===== src/dfr_pkg.sv =====
// Package for the descending fractional rank unit.
// Holds the channel payload types, the job flags and the register map constants.
// No dependencies; every other file but dfr_stream_if imports it.
package dfr_pkg;

  localparam int VALUE_FIELD_W = 64;
  localparam int RANK_W        = 17;
  localparam int LEN_W         = 16;
  localparam int CFG_W         = 16;
  localparam int PADDR_W       = 3;
  localparam int PDATA_W       = 32;

  localparam logic [PADDR_W-1:0] ADDR_COLUMN_LENGTH  = 3'd0;
  localparam logic [CFG_W-1:0]   COLUMN_LENGTH_RESET = 16'd1;

  typedef struct packed {
    logic [VALUE_FIELD_W-1:0] value;
  } in_item_t;

  typedef struct packed {
    logic [RANK_W-1:0] rank_times_two;
    logic [LEN_W-1:0]  run_length;
    logic              column_end;
  } out_item_t;

  // What one accepted value leaves for the back end to report.
  typedef struct packed {
    logic close_run;
    logic final_run;
  } job_flags_t;

endpackage


===== src/dfr_stream_if.sv =====
// Valid/ready stream channel used on both sides of the rank unit.
// The payload type is given by the instantiating testbench or parent.
interface dfr_stream_if #(parameter type payload_t = logic);
  logic     valid;
  logic     ready;
  payload_t payload;

  modport source (output valid, output payload, input ready);
  modport sink (input valid, input payload, output ready);
endinterface


===== src/dfr_front.sv =====
// Front end of the rank unit: tracks column position, previous value and run start,
// and turns each accepted value into a job when a run closes. Uses dfr_pkg.
module dfr_front
  import dfr_pkg::*;
#(
  parameter int VALUE_WIDTH    = 64,
  parameter int POSITION_WIDTH = 16
) (
  input  logic                      clk,
  input  logic                      rst,
  input  logic                      accept,
  input  logic [VALUE_WIDTH-1:0]    value,
  input  logic [CFG_W-1:0]          column_length,
  output logic                      push,
  output job_flags_t                job_flags,
  output logic [POSITION_WIDTH-1:0] job_len,
  output logic [POSITION_WIDTH-1:0] job_start,
  output logic [POSITION_WIDTH-1:0] job_pos
);

  localparam int PW = POSITION_WIDTH;
  localparam int CW = (PW > CFG_W) ? PW : CFG_W;

  logic [VALUE_WIDTH-1:0] previous_value;
  logic [PW-1:0]          position;
  logic [PW-1:0]          run_start;
  logic [PW-1:0]          position_next;
  logic [PW-1:0]          run_start_next;

  logic [CW-1:0] len_cfg_wide;
  logic [CW-1:0] pos_max_wide;
  logic [CW-1:0] m_wide;
  logic [PW-1:0] m;
  logic [PW:0]   pos_inc;
  logic          close_run;
  logic          final_run;

  // Effective column length: zero means one, and it is clamped to the position range.
  always_comb begin
    len_cfg_wide = CW'(column_length);
    pos_max_wide = CW'({PW{1'b1}});
    if (column_length == '0) begin
      m_wide = CW'(1);
    end else if (len_cfg_wide > pos_max_wide) begin
      m_wide = pos_max_wide;
    end else begin
      m_wide = len_cfg_wide;
    end
    m = m_wide[PW-1:0];
  end

  always_comb begin
    pos_inc   = {1'b0, position} + (PW+1)'(1);
    close_run = (position != '0) && (value != previous_value);
    final_run = pos_inc >= {1'b0, m};
    // A length lowered in mid-column stretches the ranking length to cover this value.
    job_len   = (pos_inc > {1'b0, m}) ? pos_inc[PW-1:0] : m;
    job_start = run_start;
    job_pos   = position;
    job_flags.close_run = close_run;
    job_flags.final_run = final_run;
    push      = accept && (close_run || final_run);

    run_start_next = run_start;
    if (position == '0) begin
      run_start_next = '0;
    end else if (close_run) begin
      run_start_next = position;
    end
    position_next = pos_inc[PW-1:0];
    if (final_run) begin
      run_start_next = '0;
      position_next  = '0;
    end
  end

  always_ff @(posedge clk) begin
    if (rst) begin
      previous_value <= '0;
      position       <= '0;
      run_start      <= '0;
    end else if (accept) begin
      previous_value <= value;
      position       <= position_next;
      run_start      <= run_start_next;
    end
  end

  a_start_zero_at_column_head: assert property (@(posedge clk) disable iff (rst)
    position == '0 |-> run_start == '0)
    else $error("run start is not zero at the head of a column");

  a_start_not_past_position: assert property (@(posedge clk) disable iff (rst)
    run_start <= position)
    else $error("run start lies beyond the column position");

  a_column_wraps: assert property (@(posedge clk) disable iff (rst)
    accept && final_run |=> position == '0)
    else $error("position did not return to zero after the column end");

endmodule


===== src/dfr_queue.sv =====
// Small job queue between the front and back ends of the rank unit.
// Register storage with a head that is visible without a read cycle. Uses dfr_pkg.
module dfr_queue
  import dfr_pkg::*;
#(
  parameter int WIDTH = 50,
  parameter int DEPTH = 2
) (
  input  logic             clk,
  input  logic             rst,
  input  logic             push,
  input  logic [WIDTH-1:0] push_data,
  input  logic             pop,
  output logic             full,
  output logic             head_valid,
  output logic [WIDTH-1:0] head_data
);

  localparam int PTR_W = (DEPTH > 1) ? $clog2(DEPTH) : 1;
  localparam int CNT_W = $clog2(DEPTH + 1);

  logic [WIDTH-1:0] entries [DEPTH];
  logic [PTR_W-1:0] wr_ptr;
  logic [PTR_W-1:0] rd_ptr;
  logic [CNT_W-1:0] count;
  logic             do_push;
  logic             do_pop;

  assign full       = count == CNT_W'(DEPTH);
  assign head_valid = count != '0;
  assign head_data  = entries[rd_ptr];
  assign do_push    = push && !full;
  assign do_pop     = pop && head_valid;

  function automatic logic [PTR_W-1:0] ptr_step(input logic [PTR_W-1:0] ptr);
    ptr_step = (ptr == PTR_W'(DEPTH - 1)) ? '0 : ptr + PTR_W'(1);
  endfunction

  always_ff @(posedge clk) begin
    if (do_push) begin
      entries[wr_ptr] <= push_data;
    end
  end

  always_ff @(posedge clk) begin
    if (rst) begin
      wr_ptr <= '0;
      rd_ptr <= '0;
      count  <= '0;
    end else begin
      if (do_push) begin
        wr_ptr <= ptr_step(wr_ptr);
      end
      if (do_pop) begin
        rd_ptr <= ptr_step(rd_ptr);
      end
      if (do_push && !do_pop) begin
        count <= count + CNT_W'(1);
      end else if (do_pop && !do_push) begin
        count <= count - CNT_W'(1);
      end
    end
  end

endmodule


===== src/dfr_back.sv =====
// Back end of the rank unit: turns queued jobs into result transactions and
// holds them in an output register. A job with two closed runs yields two results. Uses dfr_pkg.
module dfr_back
  import dfr_pkg::*;
#(
  parameter int POSITION_WIDTH = 16
) (
  input  logic                      clk,
  input  logic                      rst,
  input  logic                      head_valid,
  input  job_flags_t                head_flags,
  input  logic [POSITION_WIDTH-1:0] head_len,
  input  logic [POSITION_WIDTH-1:0] head_start,
  input  logic [POSITION_WIDTH-1:0] head_pos,
  output logic                      pop,
  input  logic                      out_ready,
  output logic                      out_valid,
  output out_item_t                 out_item
);

  localparam int PW = POSITION_WIDTH;
  localparam int AW = ((PW + 2) > RANK_W) ? PW + 2 : RANK_W;

  logic      phase;
  logic      phase_next;
  logic      can_load;
  logic      load;
  logic      emit_close;
  logic [AW-1:0] s_wide;
  logic [AW-1:0] e_wide;
  logic [AW-1:0] rank_wide;
  logic [AW-1:0] count_wide;
  out_item_t item_next;

  assign can_load = !out_valid || out_ready;
  assign load     = head_valid && can_load;

  always_comb begin
    // The closed run goes out first; the final run of the column follows.
    emit_close = head_flags.close_run && !phase;
    if (emit_close) begin
      s_wide = AW'(head_start);
      e_wide = AW'(head_pos) - AW'(1);
    end else begin
      s_wide = head_flags.close_run ? AW'(head_pos) : AW'(head_start);
      e_wide = AW'(head_pos);
    end
    rank_wide  = (AW'(head_len) << 1) - s_wide - e_wide;
    count_wide = e_wide - s_wide + AW'(1);
    item_next.rank_times_two = rank_wide[RANK_W-1:0];
    item_next.run_length     = count_wide[LEN_W-1:0];
    item_next.column_end     = !emit_close;

    pop        = load && !(emit_close && head_flags.final_run);
    phase_next = phase;
    if (load) begin
      phase_next = !pop;
    end
  end

  always_ff @(posedge clk) begin
    if (load) begin
      out_item <= item_next;
    end
  end

  always_ff @(posedge clk) begin
    if (rst) begin
      out_valid <= 1'b0;
      phase     <= 1'b0;
    end else begin
      phase <= phase_next;
      if (load) begin
        out_valid <= 1'b1;
      end else if (out_ready) begin
        out_valid <= 1'b0;
      end
    end
  end

  a_phase_has_job: assert property (@(posedge clk) disable iff (rst)
    phase |-> head_valid)
    else $error("second result pending without a queued job");

  a_phase_from_double: assert property (@(posedge clk) disable iff (rst)
    $rose(phase) |-> $past(head_flags.close_run && head_flags.final_run))
    else $error("second result pending for a job with one closed run");

  a_double_splits: assert property (@(posedge clk) disable iff (rst)
    load && emit_close && head_flags.final_run |=> phase)
    else $error("job with two closed runs was retired after one result");

endmodule


===== src/descending_fractional_rank_unit.sv =====
// Descending fractional rank unit. Values of a column stream in on "sample", one
// transaction per cycle, and each run of adjacent equal values yields one transaction
// on "result": twice its mean descending rank, its length, and a column end flag on
// the last run of the column. An item is accepted every cycle while the two-entry job
// queue has room; the last value of a column that also closes the run before it
// produces two results, which the output stage sends one after the other. The column
// length register sits at APB address 0 and should be written only while idle.
// Depends on dfr_pkg, dfr_stream_if, dfr_front, dfr_queue and dfr_back.
module descending_fractional_rank_unit
  import dfr_pkg::*;
#(
  parameter int VALUE_WIDTH    = 64,
  parameter int POSITION_WIDTH = 16
) (
  input  logic                 clk,
  input  logic                 rst,
  dfr_stream_if.sink           sample,
  dfr_stream_if.source         result,
  input  logic                 psel,
  input  logic                 penable,
  input  logic                 pwrite,
  input  logic [PADDR_W-1:0]   paddr,
  input  logic [PDATA_W-1:0]   pwdata,
  output logic [PDATA_W-1:0]   prdata,
  output logic                 pready
);

  localparam int PW    = POSITION_WIDTH;
  localparam int JOB_W = $bits(job_flags_t) + 3 * PW;

  logic [CFG_W-1:0] column_length;
  logic             accept;
  logic             push;
  job_flags_t       job_flags;
  logic [PW-1:0]    job_len;
  logic [PW-1:0]    job_start;
  logic [PW-1:0]    job_pos;
  logic             q_full;
  logic             head_valid;
  logic [JOB_W-1:0] head_data;
  job_flags_t       head_flags;
  logic [PW-1:0]    head_len;
  logic [PW-1:0]    head_start;
  logic [PW-1:0]    head_pos;
  logic             pop;
  in_item_t         sample_item;

  // Configuration port
  assign pready = 1'b1;
  always_comb begin
    prdata = '0;
    if (paddr == ADDR_COLUMN_LENGTH) begin
      prdata = PDATA_W'(column_length);
    end
  end

  always_ff @(posedge clk) begin
    if (rst) begin
      column_length <= COLUMN_LENGTH_RESET;
    end else if (psel && penable && pwrite && pready && paddr == ADDR_COLUMN_LENGTH) begin
      column_length <= pwdata[CFG_W-1:0];
    end
  end

  assign sample_item  = sample.payload;
  assign sample.ready = !q_full;
  assign accept       = sample.valid && !q_full;

  dfr_front #(
    .VALUE_WIDTH    (VALUE_WIDTH),
    .POSITION_WIDTH (POSITION_WIDTH)
  ) u_front (
    .clk           (clk),
    .rst           (rst),
    .accept        (accept),
    .value         (sample_item.value[VALUE_WIDTH-1:0]),
    .column_length (column_length),
    .push          (push),
    .job_flags     (job_flags),
    .job_len       (job_len),
    .job_start     (job_start),
    .job_pos       (job_pos)
  );

  dfr_queue #(
    .WIDTH (JOB_W),
    .DEPTH (2)
  ) u_queue (
    .clk        (clk),
    .rst        (rst),
    .push       (push),
    .push_data  ({job_flags, job_len, job_start, job_pos}),
    .pop        (pop),
    .full       (q_full),
    .head_valid (head_valid),
    .head_data  (head_data)
  );

  assign {head_flags, head_len, head_start, head_pos} = head_data;

  dfr_back #(
    .POSITION_WIDTH (POSITION_WIDTH)
  ) u_back (
    .clk        (clk),
    .rst        (rst),
    .head_valid (head_valid),
    .head_flags (head_flags),
    .head_len   (head_len),
    .head_start (head_start),
    .head_pos   (head_pos),
    .pop        (pop),
    .out_ready  (result.ready),
    .out_valid  (result.valid),
    .out_item   (result.payload)
  );

endmodule


===== src/flat_wrapper.sv =====
// flat-port wrapper written by rule: the top's interface ports become plain ports
module descending_fractional_rank_unit_flat import dfr_pkg::*;
#(
  parameter int VALUE_WIDTH    = 64,
  parameter int POSITION_WIDTH = 16
)
  (clk, rst, psel, penable, pwrite, paddr, pwdata, prdata, pready, sample_valid, sample_payload, sample_ready, result_valid, result_payload, result_ready);
  dfr_stream_if #(.payload_t(in_item_t)) sample_i ();
  dfr_stream_if #(.payload_t(out_item_t)) result_i ();
  input  logic clk;
  input  logic rst;
  input  logic psel;
  input  logic penable;
  input  logic pwrite;
  input  logic [PADDR_W-1:0] paddr;
  input  logic [PDATA_W-1:0] pwdata;
  output logic [PDATA_W-1:0] prdata;
  output logic pready;
  input wire logic [$bits(sample_i.valid)-1:0] sample_valid;
  input wire logic [$bits(sample_i.payload)-1:0] sample_payload;
  output wire logic [$bits(sample_i.ready)-1:0] sample_ready;
  output wire logic [$bits(result_i.valid)-1:0] result_valid;
  output wire logic [$bits(result_i.payload)-1:0] result_payload;
  input wire logic [$bits(result_i.ready)-1:0] result_ready;
  assign sample_i.valid = sample_valid;
  assign sample_i.payload = sample_payload;
  assign sample_ready = sample_i.ready;
  assign result_valid = result_i.valid;
  assign result_payload = result_i.payload;
  assign result_i.ready = result_ready;
  descending_fractional_rank_unit #(.VALUE_WIDTH(VALUE_WIDTH), .POSITION_WIDTH(POSITION_WIDTH)) u_core (.clk(clk), .rst(rst), .sample(sample_i), .result(result_i), .psel(psel), .penable(penable), .pwrite(pwrite), .paddr(paddr), .pwdata(pwdata), .prdata(prdata), .pready(pready));
endmodule

===== config.mk =====
export PLATFORM = sky130hd
export DESIGN_NAME = descending_fractional_rank_unit_flat
export DESIGN_NICKNAME = d
export VERILOG_FILES = /design/src/dfr_pkg.sv /design/src/dfr_stream_if.sv /design/src/dfr_front.sv /design/src/dfr_queue.sv /design/src/dfr_back.sv /design/src/descending_fractional_rank_unit.sv /design/src/flat_wrapper.sv
export SDC_FILE = /design/constraint.sdc
export NUM_CORES = 1
export LEC_CHECK = 0
export ABC_AREA = 1
export ABC_CLOCK_PERIOD_IN_PS = 7000
export BUFFER_PORTS_ARGS = -buffer_cell sky130_fd_sc_hd__buf_4
export CAP_MARGIN = 0
export CORE_MARGIN = 2
export CORE_UTILIZATION = 50
export CTS_BUF_LIST = sky130_fd_sc_hd__clkbuf_8 sky130_fd_sc_hd__clkbuf_16
export DETAILED_ROUTE_END_ITERATION = 12
export PLACE_DENSITY = 0.71
export SLEW_MARGIN = 10
export SYNTH_ARGS = -nofsm -noshare
export SYNTH_HDL_FRONTEND = slang
export SYNTH_SLANG_ARGS = --single-unit

===== constraint.sdc =====
create_clock -name clk -period 7 [get_ports clk]
set_input_delay 0 -clock clk [delete_from_list [all_inputs] [get_ports clk]]
set_output_delay 0 -clock clk [all_outputs]
set_load 0.01 [all_outputs]

==> results of run 1 <==
[routing by layer]
metal	routed length [µm]	track usage	vias up
met5	0	0	-
li1	-	-	5542
met1	13410	0.2761	4917
met4	839	0.06634	0
met2	13780	0.3600	286
met3	1510	0.02750	58
[sequential cells by signal, indices dropped and copies added, names as in the netlist, named ones only]
name                           flops
u_core.u_queue.rd_ptr              1
u_core.u_back.out_valid            1
u_core.u_queue.wr_ptr              1
u_core.u_back.phase                1
u_core.u_queue.count               2
u_core.u_queue.entries           100
u_core.u_front.job_pos            16
u_core.u_front.previous_value     64
u_core.column_length              16
u_core.u_front.job_start          16
u_core.u_back.out_item            34
[report_power, final]
group          leakage [nW]  internal (mW)  switching (mW)
clock network         0.443          0.776           0.569
logic                  4.36           1.62            2.45
registers              2.28           2.13          0.0916
total                  7.08           4.53            3.11
[layout by cell type, fill, tap and decap left out, types with 4 or more instances in the layout]
| cell | Yosys | final |
|---|---|---|
| a21o_1 | 4 | 4 |
| dlygate4sd3_1 | 0 | 84 |
| nand3_1 | 48 | 48 |
| ha_1 | 71 | 71 |
| buf_4 | 18 | 147 |
| or2_2 | 8 | 8 |
| xnor2_1 | 57 | 57 |
| clkbuf_16 | 0 | 27 |
| nand4_1 | 16 | 16 |
| clkinv_2 | 1 | 8 |
| dfxtp_1 | 119 | 119 |
| nor2_1 | 161 | 159 |
| fa_1 | 16 | 16 |
| nor3_1 | 8 | 8 |
| a21oi_1 | 109 | 108 |
| o21ai_0 | 142 | 142 |
| xor2_1 | 36 | 36 |
| nor2_2 | 3 | 4 |
| conb_1 | 2 | 17 |
| edfxtp_1 | 134 | 134 |
| a21boi_0 | 5 | 5 |
| inv_1 | 163 | 169 |
| nand2_1 | 374 | 373 |
[how the worst min path moves through the flow]
stage / start / endpoint / cells past startpoint / slack [ns]
finish: sample_valid / u_core.u_front.previous_value[45]$_SDFFE_PP0P_ / 4 / 0.27
global route: sample_payload[5] / u_core.u_front.previous_value[5]$_SDFFE_PP0P_ / 4 / 0.30
CTS: sample_valid / u_core.u_front.job_pos[14]$_SDFFE_PP0P_ / 5 / 0.24
detailed placement: pwdata[0] / u_core.column_length[0]$_SDFFE_PP1P_ / 3 / 0.22
global placement: pwdata[0] / u_core.column_length[0]$_SDFFE_PP1P_ / 3 / 0.22
floorplan: pwdata[0] / u_core.column_length[0]$_SDFFE_PP1P_ / 2 / 0.13
[cells in the mapped netlist, types with 16 or more instances]
library cell	number	share of area
a21oi_1	109	0.041
buf_4	18	0.010
clkbuf_1	39	0.011
dfxtp_1	119	0.18
edfxtp_1	134	0.30
fa_1	16	0.024
ha_1	71	0.066
inv_1	163	0.045
nand2_1	374	0.10
nand3_1	48	0.018
nand4_1	16	0.0074
nor2_1	161	0.045
o21ai_0	142	0.053
xnor2_1	57	0.037
xor2_1	36	0.023
[cell type report]
type | instances | share of cell area
Multi-Input combinational cell | 1108 | 0.3754
Tap cell | 341 | 0.02600
Timing Repair Buffer | 231 | 0.1185
Inverter | 167 | 0.03835
Clock buffer | 27 | 0.04117
Clock inverter | 23 | 0.01029
Sequential cell | 253 | 0.3903
[kinds of logic (layout without fill, tap and decap cells)]
logic type | count (synthesis) | after routing | share of synthesized area
and+or+nand+nor | 634 | 634 | 0.1925
AOI/OAI and AO/OA | 274 | 274 | 0.1060
DFF | 253 | 253 | 0.4757
buffers and inverters | 236 | 448 | 0.07266
xor gates and xnor gates | 93 | 93 | 0.06049
adders and majority gates | 87 | 87 | 0.08976
muxes | 3 | 3 | 0.002230
other | 2 | 17 | 0.0005577
[metrics by stage]
| stage | total power [mW] | area (µm²) | setup WS, ns | util | hold slack (ns) |
|---|---|---|---|---|---|
| after floorplan | 5.268 | 13520 | 1.990 | - | 0.1264 |
| after global placement | 6.148 | 14720 | 2.126 | 0.5509 | 0.2171 |
| after detailed placement | 6.251 | 14720 | 2.034 | 0.5509 | 0.2227 |
| after CTS | 7.661 | 16410 | 1.999 | 0.6140 | 0.2423 |
| after global routing | 8.293 | 16410 | 1.722 | 0.6141 | 0.3040 |
| final | 7.633 | 16410 | 1.987 | 0.6141 | 0.2703 |
[worst max-delay path, cell delays in order (launching register included)]
cell     delay (ns)
dfxtp_1        0.34
buf_4          0.49
nand2_1        0.11
nand2_1        0.09
inv_1          0.05
nor2_2         0.27
inv_1          0.22
nor3_2         0.35
xor2_1         0.23
inv_1          0.08
fa_1           0.46
ha_1           0.39
nand2_1        0.08
o21ai_0        0.29
a21oi_1        0.16
o21ai_0        0.56
a21oi_1        0.23
o21ai_0        0.25
xor2_1         0.09
[repair_timing]
item | 4_1_cts | 5_1_grt
endpoints found under the hold margin | 112 | 0
setup buffers | 0 | 0
hold buffers | 84 | 0
==> results.cfg, run 1 <==
[status]
status = complete, no violations

[sta]
skew_ns = 0.02032
maxSlewViolCount = 0
worst_pin_slew_ns = 0.9948
max_freq_mhz = 199.5
hold_viol_final = 0
period_minus_slack_ns = 5.013
rsz0062_at_grt = no
min_period_over_period = 0.7161
setup_violations = 0
slew_headroom = 0.3348
tns_ns = 0

[synthesis]
yosysWarnings = 0
synth_edf_count = 134
ys_ff_latch = 253
netlist_area_um2 = 13470
syn_inst = 1582
synth_cell_types = 46
avgSynthCellArea_um2 = 8.512
async_flop_share = 0
synth_ff_type = edfxtp_1
seq_area_frac_synth = 0.4757

[clock_tree]
cts_made_buffers = 27
clock-sinks = 253
clk_pin_slew_worst_paths_ns = 0.06
ctsLongestPathBuffers = 3
cts_tree = yes
clockRootBuffer = clkbuf_16
clkLatencyLatePin_ns = 0.54
cts_max_level = 1
cts_resized = 0

[final_layout]
antenna_cells = 0
final_nets = 1981
area_growth_pct = 21.88
drive_gt1_frac = 0.1194
seq_area_um2 = 6406
fillers = 2254
multiInputGateArea_um2 = 6161
stdcell_count = 2150

[route]
vias = 10800
drtIter0Drc = 837
drt-pass1-iter-count = 5
ant_nets = 0
viasPerCell = 5.025
routed_wirelength_um = 29550
wl_per_cell_um = 13.74
drc_errors = 0

[placed_design]
gp_congestion = 0.8914
hpwlAfterDp_um = 20000
port_buffers = 141
place_inst = 2016

[floorplan]
initial_core_util = 0.5038
fp.dieW_um = 168.1
coreArea_um2 = 26730
die_h_um = 168.1
io-pin-count = 175
die-area_um2 = 28260
rows = 60

[critical_path]
critPathCapture = u_core.u_back.out_item[31]$_DFFE_PP_
r2r_cells = 18
required_ns = 7.27
timing.rr.end = u_core.u_back.out_item[31]$_DFFE_PP_
crit_fanout = 51
cp.arrival_ns = 5.29
end_kind = register
r2r_slack_ns = 1.99
cp-start-kind = register
crit_type = reg -> reg

[grt]
gr-total-overflow = 0
grt_max_degree = 105
antenna_found_initial = 0
grtUsageTotal = 0.2094
grt_pass1_vias = 10310
grt_pass1_wl_um = 48910

[power_and_ir_drop]
leakage_nw = 7.077
power_density_nw_per_um2 = 465.1
ir_drop_v = 0.0002457

[job]
maxCapViolCount = 0

[hold_path]
worstHoldPathType = in -> reg
No activity file was read; power rests on OpenSTA's default activity.
==> run 2: changes to the inputs <==
Settings changed: ABC_CLOCK_PERIOD_IN_PS 7000 to 4080, PLACE_DENSITY 0.71 to 0.73.
Clock period 7 ns to 4.08 ns, I/O delays scaled along.
==> results.cfg, run 2 (synthesized netlist as in run 1, its figures left out) <==
[critical_path]
crit_type = reg -> reg
cp.arrival_ns = 4.12
r2r_slack_ns = 0.24
cp-start-kind = register
end_kind = register
required_ns = 4.36
crit_fanout = 3

[clock_tree]
clk_pin_slew_worst_paths_ns = 0.06
clkLatencyLatePin_ns = 0.54
cts_made_buffers = 27
ctsLongestPathBuffers = 3
cts_max_level = 1
clockRootBuffer = clkbuf_16
clock-sinks = 253
cts_tree = yes

[route]
routed_wirelength_um = 30250
ant_nets = 0
vias = 11100
viasPerCell = 5.056
drtIter0Drc = 867
drt-pass1-iter-count = 5
wl_per_cell_um = 13.77
drc_errors = 0

[status]
status = complete, no violations

[placed_design]
gp_congestion = 0.8557
dp_slack_ns = 0.1369
place_inst = 2059
postPlaceCellArea_um2 = 15070
port_buffers = 141
hpwlAfterDp_um = 20330

[grt]
grtUsageTotal = 0.2106
gr-total-overflow = 0
antenna_found_initial = 0
grt_pass1_wl_um = 49320
grt_pass1_vias = 10690
grt_max_degree = 104

[final_layout]
fillers = 2154
regMostFlops = u_core.u_queue.entries
final_common_cell = nand2_1
fin_util = 0.6324
antenna_cells = 0
final_cell_mix = nand2_1, buf_4, inv_1, nor2_1, o21ai_0
stdcell_count = 2196
largest_reg_flops = 100
final_nets = 2027
design_area_um2 = 16900
drive_gt1_frac = 0.1526
area_growth_pct = 25.53
top_regs = u_core.u_queue.entries (100), u_core.u_front.previous_value (64), u_core.u_back.out_item (34)

[sta]
fin_hold_ws_ns = 0.2050
slew_headroom = 0.2061
setup_violations = 0
maxSlewViolCount = 0
hold_viol_final = 0
skew_ns = 0.01075
tns_ns = 0
min_period_over_period = 0.9414
max_freq_mhz = 260.3
period_minus_slack_ns = 3.841
setup_ws_ns = 0.2389
worst_pin_slew_ns = 1.191

[power_and_ir_drop]
finalPower_mw = 14.21
leakage_nw = 7.324
power_density_nw_per_um2 = 840.7
ir_drop_v = 0.0004669

[floorplan]
initial_core_util = 0.5038
rows = 60
die_h_um = 168.1
die-area_um2 = 28260
io-pin-count = 175
coreArea_um2 = 26730
fp.dieW_um = 168.1

[hold_path]
holdCritStartpoint = sample_valid
worstHoldPathType = in -> reg

[job]
maxCapViolCount = 0
[run 2: routing by layer]
layer | part of all wire | routed length [µm] | track usage
met3 | 0.049 | 1486 | 0.02844
met1 | 0.44 | 13370 | 0.2725
met5 | 0 | 0 | 0
met4 | 0.031 | 931 | 0.07271
met2 | 0.48 | 14460 | 0.3649
[run 2: worst paths after layout]
check / end / cells after the start
worst max-delay path: u_core.u_back.out_item[32]$_DFFE_PP_ / 20
worst min-delay path: u_core.u_front.previous_value[50]$_SDFFE_PP0P_ / 6
worst max register to register: u_core.u_back.out_item[32]$_DFFE_PP_ / 20
worst min register to register: u_core.u_queue.entries[0][18]$_DFFE_PP_ / 0
[run 2: critical path, stage by stage (launching register included)]
cell      delay, ns
dfxtp_1        0.35
clkinv_2       0.06
or2_2          0.26
o21ai_0        0.11
buf_4          0.17
ha_1           0.20
nand3_2        0.11
inv_1          0.09
nand2_1        0.08
inv_1          0.08
nand4_1        0.12
or2_2          0.30
nand2_1        0.08
inv_1          0.06
fa_1           0.47
ha_1           0.36
a21oi_2        0.15
nor2_1         0.05
a211oi_1       0.17
o21ai_0        0.15
xor2_1         0.16
[run 2: final cells by class]
cell class,count,area [µm²],area share
flip-flops and latches,253,6411,0.3793
multi-input cells,1108,6260,0.3703
repair buffers,277,2315,0.1369
clock buffers,28,689.4,0.04079
inverters,167,628.1,0.03716
well taps,341,426.7,0.02524
clock inverters,22,172.7,0.01022
[run 2: what timing repair did]
| item | in CTS | in global routing |
|---|---|---|
| buffers inserted | 0 | 3 |
| resized for setup | 0 | 30 |
| endpoints found under the setup margin | 0 | 9 |
| hold endpoints to repair | 112 | 0 |
| hold buffers | 84 | 0 |
[run 2: where the power goes]
part | switching, mW | internal, mW | total [mW]
sequential | 0.158 | 3.65 | 3.81
combinational | 4.52 | 3.54 | 8.06
clock | 0.984 | 1.36 | 2.34
